===== config.mk =====
export PLATFORM = sky130hd
export DESIGN_NAME = xorshift_multiply_prng_with_range
export DESIGN_NICKNAME = d
export VERILOG_FILES = /design/src/rtl/xmpr_pkg.sv /design/src/rtl/xmpr_ctrl.sv /design/src/rtl/xmpr_dp.sv /design/src/rtl/xorshift_multiply_prng_with_range.sv
export SDC_FILE = /design/constraint.sdc
export NUM_CORES = 2
export LEC_CHECK = 0
export BUFFER_PORTS_ARGS = -buffer_cell sky130_fd_sc_hd__buf_2
export CORE_ASPECT_RATIO = 1.75
export CORE_MARGIN = 2
export CORE_UTILIZATION = 63
export DETAILED_ROUTE_END_ITERATION = 16
export PLACE_DENSITY = 0.91
export SLEW_MARGIN = 20
export SYNTH_ARGS = -nofsm -noshare
export SYNTH_HDL_FRONTEND = slang
export SYNTH_SLANG_ARGS = --single-unit

===== constraint.sdc =====
create_clock -name clk -period 12.8 [get_ports clk]
set_input_delay 0.64 -clock clk [delete_from_list [all_inputs] [get_ports clk]]
set_output_delay 0.64 -clock clk [all_outputs]
set_load 0.01 [all_outputs]

===== src/rtl/xmpr_pkg.sv =====
package xmpr_pkg;

  localparam int unsigned WordW = 64;

  localparam logic [WordW-1:0] RESET_A = 64'hDEAD_BEEF_CAFE_BABE;
  localparam logic [WordW-1:0] RESET_B = 64'hCAFE_F00D_D15E_A5E5;

  // rotate and shift amounts of the generator
  localparam int unsigned ROT_OUT  = 7;
  localparam int unsigned ROT_A    = 45;
  localparam int unsigned SHIFT_B  = 17;

  // divider iteration count and counter width
  localparam int unsigned DivSteps = WordW;
  localparam int unsigned CntW     = $clog2(DivSteps);

  // command codes; 5 to 7 are ignored
  localparam logic [2:0] CMD_RAW    = 3'd0;
  localparam logic [2:0] CMD_URANGE = 3'd1;
  localparam logic [2:0] CMD_SRANGE = 3'd2;
  localparam logic [2:0] CMD_RESEED = 3'd3;
  localparam logic [2:0] CMD_SETA   = 3'd4;

  typedef struct packed {
    logic [2:0]       cmd;
    logic [WordW-1:0] bound_low;
    logic [WordW-1:0] bound_high;
    logic [WordW-1:0] seed_value;
  } in_item_t;

  typedef struct packed {
    logic [WordW-1:0] value;
    logic             bad_range;
  } out_item_t;

  // controller -> datapath
  typedef struct packed {
    logic load_in;
    logic draw;
    logic seed_a;
    logic reset_b;
    logic rot;
    logic div_step;
    logic out_load;
  } dp_cmd_t;

  // datapath -> controller
  typedef struct packed {
    logic is_draw;
    logic is_raw;
    logic is_reseed;
    logic is_seta;
    logic bad;
    logic span_zero;
    logic div_last;
    logic out_free;
  } dp_stat_t;

  typedef enum logic [4:0] {
    ST_IDLE   = 5'b00001,
    ST_DECODE = 5'b00010,
    ST_ROT    = 5'b00100,
    ST_DIV    = 5'b01000,
    ST_DONE   = 5'b10000
  } state_t;

endpackage


===== src/rtl/xmpr_ctrl.sv =====
module xmpr_ctrl
  import xmpr_pkg::*;
(
  input  logic     clk,
  input  logic     rst_n,
  input  logic     in_valid,
  output logic     in_stall,
  input  dp_stat_t stat,
  output dp_cmd_t  cmd
);

  state_t state_r, state_nxt;

  always_ff @(posedge clk) begin
    if (!rst_n) begin
      state_r <= ST_IDLE;
    end else begin
      state_r <= state_nxt;
    end
  end

  assign in_stall = (state_r != ST_IDLE);

  always_comb begin
    state_nxt = state_r;
    cmd       = '0;
    unique case (state_r)
      ST_IDLE: begin
        if (in_valid) begin
          cmd.load_in = 1'b1;
          state_nxt   = ST_DECODE;
        end
      end
      ST_DECODE: begin
        if (stat.is_draw) begin
          cmd.draw  = 1'b1;
          state_nxt = ST_ROT;
        end else begin
          cmd.seed_a  = stat.is_reseed | stat.is_seta;
          cmd.reset_b = stat.is_reseed;
          state_nxt   = ST_IDLE;
        end
      end
      ST_ROT: begin
        cmd.rot = 1'b1;
        if (stat.is_raw || stat.bad || stat.span_zero) begin
          state_nxt = ST_DONE;
        end else begin
          state_nxt = ST_DIV;
        end
      end
      ST_DIV: begin
        cmd.div_step = 1'b1;
        if (stat.div_last) begin
          state_nxt = ST_DONE;
        end
      end
      ST_DONE: begin
        if (stat.out_free) begin
          cmd.out_load = 1'b1;
          state_nxt    = ST_IDLE;
        end
      end
      default: begin
        state_nxt = ST_IDLE;
      end
    endcase
  end

endmodule


===== src/rtl/xmpr_dp.sv =====
module xmpr_dp
  import xmpr_pkg::*;
(
  input  logic      clk,
  input  logic      rst_n,
  input  in_item_t  in_data,
  input  dp_cmd_t   cmd,
  output dp_stat_t  stat,
  output logic      out_valid,
  input  logic      out_stall,
  output out_item_t out_data
);

  // generator state
  logic [WordW-1:0] word_a_r, word_b_r;
  // captured item
  logic [2:0]       cmd_r;
  logic [WordW-1:0] lo_r, hi_r, seed_r;
  // draw and range work
  logic [WordW-1:0] m5_r, raw_r, span_r, dvd_r, rem_r;
  logic             bad_r;
  logic [CntW-1:0]  cnt_r;
  // output register
  logic             out_valid_r;
  out_item_t        out_data_r;

  logic             is_draw, is_raw, is_range, is_signed, is_reseed, is_seta;
  logic [WordW-1:0] t_b, b1, a1, b2, rot_m5, raw_nxt;
  logic [WordW:0]   partial;
  logic [WordW+1:0] diff;
  logic [WordW-1:0] off, sum;
  out_item_t        res;

  always_comb begin
    is_raw    = 1'b0;
    is_range  = 1'b0;
    is_signed = 1'b0;
    is_reseed = 1'b0;
    is_seta   = 1'b0;
    unique case (cmd_r)
      CMD_RAW:    is_raw    = 1'b1;
      CMD_URANGE: is_range  = 1'b1;
      CMD_SRANGE: begin
        is_range  = 1'b1;
        is_signed = 1'b1;
      end
      CMD_RESEED: is_reseed = 1'b1;
      CMD_SETA:   is_seta   = 1'b1;
      default:    ;
    endcase
    is_draw = is_raw | is_range;
  end

  // state advance
  assign t_b = word_b_r << SHIFT_B;
  assign b1  = word_b_r ^ word_a_r;
  assign a1  = word_a_r ^ b1;
  assign b2  = b1 ^ t_b;

  // output scramble: rotl(a*5, 7) * 9, with a*5 registered in m5_r
  assign rot_m5  = {m5_r[WordW-1-ROT_OUT:0], m5_r[WordW-1:WordW-ROT_OUT]};
  assign raw_nxt = {rot_m5[WordW-4:0], 3'b000} + rot_m5;

  // restoring remainder step
  assign partial = {rem_r, dvd_r[WordW-1]};
  assign diff    = {1'b0, partial} - {2'b00, span_r};

  assign off = (span_r == '0) ? raw_r : rem_r;
  assign sum = lo_r + off;

  always_comb begin
    if (is_raw) begin
      res.value     = raw_r;
      res.bad_range = 1'b0;
    end else if (bad_r) begin
      res.value     = lo_r;
      res.bad_range = 1'b1;
    end else begin
      res.value     = sum;
      res.bad_range = 1'b0;
    end
  end

  always_ff @(posedge clk) begin
    if (!rst_n) begin
      word_a_r <= RESET_A;
      word_b_r <= RESET_B;
    end else if (cmd.draw) begin
      word_a_r <= {a1[WordW-1-ROT_A:0], a1[WordW-1:WordW-ROT_A]};
      word_b_r <= b2;
    end else begin
      if (cmd.seed_a) word_a_r <= seed_r;
      if (cmd.reset_b) word_b_r <= RESET_B;
    end
  end

  always_ff @(posedge clk) begin
    if (cmd.load_in) begin
      cmd_r  <= in_data.cmd;
      lo_r   <= in_data.bound_low;
      hi_r   <= in_data.bound_high;
      seed_r <= in_data.seed_value;
    end
    if (cmd.draw) begin
      m5_r   <= {word_a_r[WordW-3:0], 2'b00} + word_a_r;
      span_r <= hi_r - lo_r + {{(WordW-1){1'b0}}, 1'b1};
      bad_r  <= is_signed ? ($signed(hi_r) < $signed(lo_r)) : (hi_r < lo_r);
    end
    if (cmd.rot) begin
      raw_r <= raw_nxt;
      dvd_r <= raw_nxt;
      rem_r <= '0;
      cnt_r <= '0;
    end else if (cmd.div_step) begin
      dvd_r <= {dvd_r[WordW-2:0], 1'b0};
      rem_r <= diff[WordW+1] ? partial[WordW-1:0] : diff[WordW-1:0];
      cnt_r <= cnt_r + 1'b1;
    end
    if (cmd.out_load) begin
      out_data_r <= res;
    end
  end

  always_ff @(posedge clk) begin
    if (!rst_n) begin
      out_valid_r <= 1'b0;
    end else if (cmd.out_load) begin
      out_valid_r <= 1'b1;
    end else if (!out_stall) begin
      out_valid_r <= 1'b0;
    end
  end

  assign out_valid = out_valid_r;
  assign out_data  = out_data_r;

  assign stat.is_draw   = is_draw;
  assign stat.is_raw    = is_raw;
  assign stat.is_reseed = is_reseed;
  assign stat.is_seta   = is_seta;
  assign stat.bad       = bad_r;
  assign stat.span_zero = (span_r == '0);
  assign stat.div_last  = (cnt_r == CntW'(DivSteps - 1));
  assign stat.out_free  = !out_valid_r || !out_stall;

endmodule


===== src/rtl/xorshift_multiply_prng_with_range.sv =====
// Sequence: raw draws, out-of-order bounds and full spans pass capture, decode/advance,
// scramble and result; ranged draws with a nonzero span also run the bit-serial remainder unit.
// One item at a time: in_stall stays high until the controller is back in idle, which
// follows decode for seed and unused commands and the result load for draws.
// Reset (rst_n low, synchronous): word_a = 0xDEADBEEFCAFEBABE, word_b = 0xCAFEF00DD15EA5E5,
// controller idle, output register empty.
module xorshift_multiply_prng_with_range
  import xmpr_pkg::*;
(
  input  logic      clk,
  input  logic      rst_n,
  input  logic      in_valid,
  output logic      in_stall,
  input  in_item_t  in_data,
  output logic      out_valid,
  input  logic      out_stall,
  output out_item_t out_data
);

  // Control/datapath split:
  //   xmpr_ctrl sequences capture -> decode/advance -> scramble -> divide -> result.
  //   xmpr_dp holds the generator words, the scramble registers, the
  //   restoring remainder unit and the output register.
  // The output register lets a new item transfer in while a finished
  // result is still stalled on the out side.
  dp_cmd_t  cmd;
  dp_stat_t stat;

  xmpr_ctrl u_ctrl (
    .clk      (clk),
    .rst_n    (rst_n),
    .in_valid (in_valid),
    .in_stall (in_stall),
    .stat     (stat),
    .cmd      (cmd)
  );

  // Draw: word_a*5 captured with the state advance, then rotl by 7 and *9
  // as shift-and-add in the next cycle. Ranged draws with a nonzero span
  // run 64 remainder steps; full span adds the raw word to the low bound.
  xmpr_dp u_dp (
    .clk       (clk),
    .rst_n     (rst_n),
    .in_data   (in_data),
    .cmd       (cmd),
    .stat      (stat),
    .out_valid (out_valid),
    .out_stall (out_stall),
    .out_data  (out_data)
  );

endmodule


==> flow_metrics.env <==
export IMPL_status="completed"
export IMPL_drt_pass1_iterations=6
export IMPL_ys_types=97
export IMPL_maxSlewViolCount=0
export IMPL_synth_edf_count=517
export IMPL_met1Wirelength_um=52400
export IMPL_path_depth=18
export IMPL_crit_type="reg -> reg"
export IMPL_cts_hold_buf=0
export IMPL_end_kind="register"
export IMPL_synthMuxAreaShare_pct=2.01
export IMPL_synthArstFlopShare_pct=0
export IMPL_cts_root_buffer="clkbuf_16"
export IMPL_synth_simple_area_share_pct=14.0
export IMPL_clk_pin_slew_ps=70
export IMPL_cp_arrival_ps=6910
export IMPL_cp_startpoint="u_dp.span_r[16]"
export IMPL_cts_sinks=721
export IMPL_cp_required_ps=13220
export IMPL_drtIter0Drc=3696
export IMPL_die_w_um=212
export IMPL_area_delta_synth_final_pct=9.44
export IMPL_hold_depth=1
export IMPL_hold_start="in_data[79]"
export IMPL_via_count=40895
export IMPL_io_pins=266
export IMPL_tns_ps=0
export IMPL_cp_start_kind="register"
export IMPL_p_leak_uw=0.0212
export IMPL_hpwl_um=127000
export IMPL_rsz0062_at_grt="no"
export IMPL_reg2reg_depth=18
export IMPL_fin_crit_ps=6500
export IMPL_synth_cells=5083
export IMPL_wl_met2_um=82300
export IMPL_tightest_slew_ps=1230
export IMPL_post_route_drc_count=0
export IMPL_synth_top_family_by_area="compound AO/OA/AOI/OAI gates"
export IMPL_post_drt_via_cell_ratio=6.55
export IMPL_r2r_start="u_dp.span_r[16]"
export IMPL_grt_max_degree=75
export IMPL_grt_overflow_total=0
export IMPL_route_met3_wl_um=11700
export IMPL_power_density_nw_per_um2=148
export IMPL_top_layer="met5"
export IMPL_core_um2=74900
export IMPL_die_h_um=367
export IMPL_synthFlopType="edfxtp_1"
export IMPL_antenna_found_initial=18
export IMPL_cts_buffers=70
export IMPL_hold_class="in -> reg"
export IMPL_portBuffers=265
export IMPL_multi_input_area_um2=25900
export IMPL_post_place_cells=6106
export IMPL_drive_gt1_share_pct=10.5
export IMPL_insertion_delay_ps=690
export IMPL_die_area_um2=77700
export IMPL_yosysWarnings=0
export IMPL_n_fill_cell=5904
export IMPL_gp_congestion=1.05
export IMPL_synth_compound_area_share_pct=19.9
export IMPL_cts_setup_buffers=0
export IMPL_cp_buffers_inverters=2
export IMPL_instances_no_fill=6247
export IMPL_setup_viol=0
export IMPL_cts_resized=0
export IMPL_synth_seq_cells=721
export IMPL_critical_path_max_stage_delay_ps=750
export IMPL_htreeDepth=3
export IMPL_worst_path_max_fanout=39
export IMPL_std_cell_rows=133
export IMPL_fin_util_pct=69.5
export IMPL_drtAntennaViolNets=0
export IMPL_start_util_pct=63.5
export IMPL_grt_pass1_vias=41298
export IMPL_avgRoutedWirePerCell_um=26.4
export IMPL_post_route_period_util_pct=50.8
export IMPL_fmax_mhz=154
export IMPL_cts_tree="yes"
export IMPL_hold_violations=0
export IMPL_cp_cell_sequence="nor4_1 > nand4_1 > nor4_2 > buf_4 > buf_4 > mux2_2 > ha_1 > a21oi_1 > o21ai_0 > a2111oi_0 > a21oi_1 > a221oi_1 > o21bai_1 > a31oi_1 > o211ai_1 > xnor2_1 > o21ai_0 > o21a_1"
export IMPL_seq_area_um2=19600
export IMPL_avgSynthCellArea_um2=9.35
export IMPL_nNetsFinal=5845
export IMPL_wl_um=165000
export IMPL_relSlewSlack_pct=17.9
export IMPL_crit_slowest_cell="nor4_1"
export IMPL_synthXorXnorAreaFrac_pct=6.98
export IMPL_finClkSkew_ps=42.2
export IMPL_synth_net_count=5695
export IMPL_synthAdderAreaFrac_pct=11.4
export IMPL_syn_cell_area_um2=47500
export IMPL_grt_usage_pct=42.4
export IMPL_ir_drop_uv=156
export IMPL_max_cap_viol_count=0
export IMPL_grt_pass1_wl_um=245000
export IMPL_critical_path_top_delay_family="compound AO/OA/AOI/OAI gates"
export IMPL_ys_seq_area_share_pct=41.3
export IMPL_clock_path_buffers=3
-- path summary, 6_finish.rpt --
| path | end | slack (ps) |
|---|---|---|
| max | u_dp.out_data[62] | 6300 |
| min | u_dp.hi_r[15] | 130 |
| min reg2reg | u_dp.word_a_r[46] | 470 |
| max reg2reg | u_dp.out_data[62] | 6300 |
-- cell usage after synthesis, types with 94 or more instances --
master	count	area, um^2
xor2_1	201	1760
nand4_1	94	588
dfxtp_1	204	4080
ha_1	377	4720
xnor2_1	178	1560
edfxtp_1	517	15500
a21o_1	175	1310
nand3_1	119	596
clkbuf_1	181	679
nor2_1	311	1170
a21oi_1	531	2660
inv_1	315	1180
o21ai_0	287	1440
nand2_1	620	2330
-- cell type report --
class,instances,area share (%)
inverters,317,2.30
repair buffers,300,3.05
clock inverters,35,0.967
clock buffers,94,3.80
diodes,12,0.0577
multi-input cells,3823,49.8
flip-flops and latches,721,37.7
well taps,945,2.27
-- power breakdown --
group	switching (uW)	total [uW]	internal [uW]
Combinational	1550	2390	843
Clock	988	2280	1290
Sequential	214	3050	2830
-- cell families (layout without fill, tap and decap cells) --
| kind of cell | count (synthesis) | in the layout |
|---|---|---|
| multiplexers | 86 | 86 |
| flip-flops | 721 | 721 |
| other | 0 | 12 |
| buffers and inverters | 539 | 746 |
| AO/OA/AOI/OAI | 1490 | 1490 |
| XOR/XNOR | 379 | 379 |
| adder cells (fa/ha/maj) | 413 | 413 |
| AND/OR/NAND/NOR | 1455 | 1455 |
-- metrics by stage --
step           total power (uW)  hold WS (ps)  cell area [um^2]  worst slack (ps)
2_1_floorplan              4630           448             47500              3090
3_3_place_gp               5340           446             49500              6390
3_5_place_dp               5380           455             49500              6360
4_1_cts                    7640           108             52000              6340
5_1_grt                    7980           121             52000              6050
6_report                   7720           125             52000              6300
-- layout by cell type (no fill, tap or decap), types with 68 or more instances in the layout --
master     instances
nand2_1          620
a21oi_1          529
edfxtp_1         517
ha_1             377
inv_1            314
nor2_1           307
o21ai_0          287
buf_2            265
dfxtp_1          204
xor2_1           201
xnor2_1          178
a21o_1           175
nand3_1          118
nand4_1           94
mux2_2            75
clkbuf_16         73
o21a_1            72
o221ai_1          69
nor3_1            68
-- routing by layer --
| layer | global-route usage [%] | up-vias |
|---|---|---|
| li1 | - | 18792 |
| met5 | 0 | - |
| met3 | 8.22 | 694 |
| met2 | 74.0 | 1951 |
| met4 | 40.2 | 4 |
| met1 | 41.5 | 19454 |
-- worst reg2reg max path, stage by stage (launching register included) --
cell and delay [ps]:
edfxtp_1 400, nor4_1 750, nand4_1 270, nor4_2 320
buf_4 430, buf_4 560, mux2_2 460, ha_1 380
a21oi_1 200, o21ai_0 140, a2111oi_0 430, a21oi_1 120
a221oi_1 310, o21bai_1 100, a31oi_1 690, o211ai_1 240
xnor2_1 170, o21ai_0 110, o21a_1 160
-- registers in the layout, indices dropped and copies added (netlist names) --
name            flops
u_dp.cnt_r          6
u_dp.word_a_r      64
u_dp.m5_r          64
u_dp.out_data      65
u_ctrl.state_r      5
u_dp.raw_r         64
u_dp.cmd_r          3
u_dp.hi_r          64
u_dp.dvd_r         64
u_dp.bad_r          1
u_dp.span_r        64
u_dp.lo_r          64
u_dp.rem_r         64
u_dp.seed_r        64
u_dp.word_b_r      64
u_dp.out_valid      1
(Power assumes the default switching activity.)
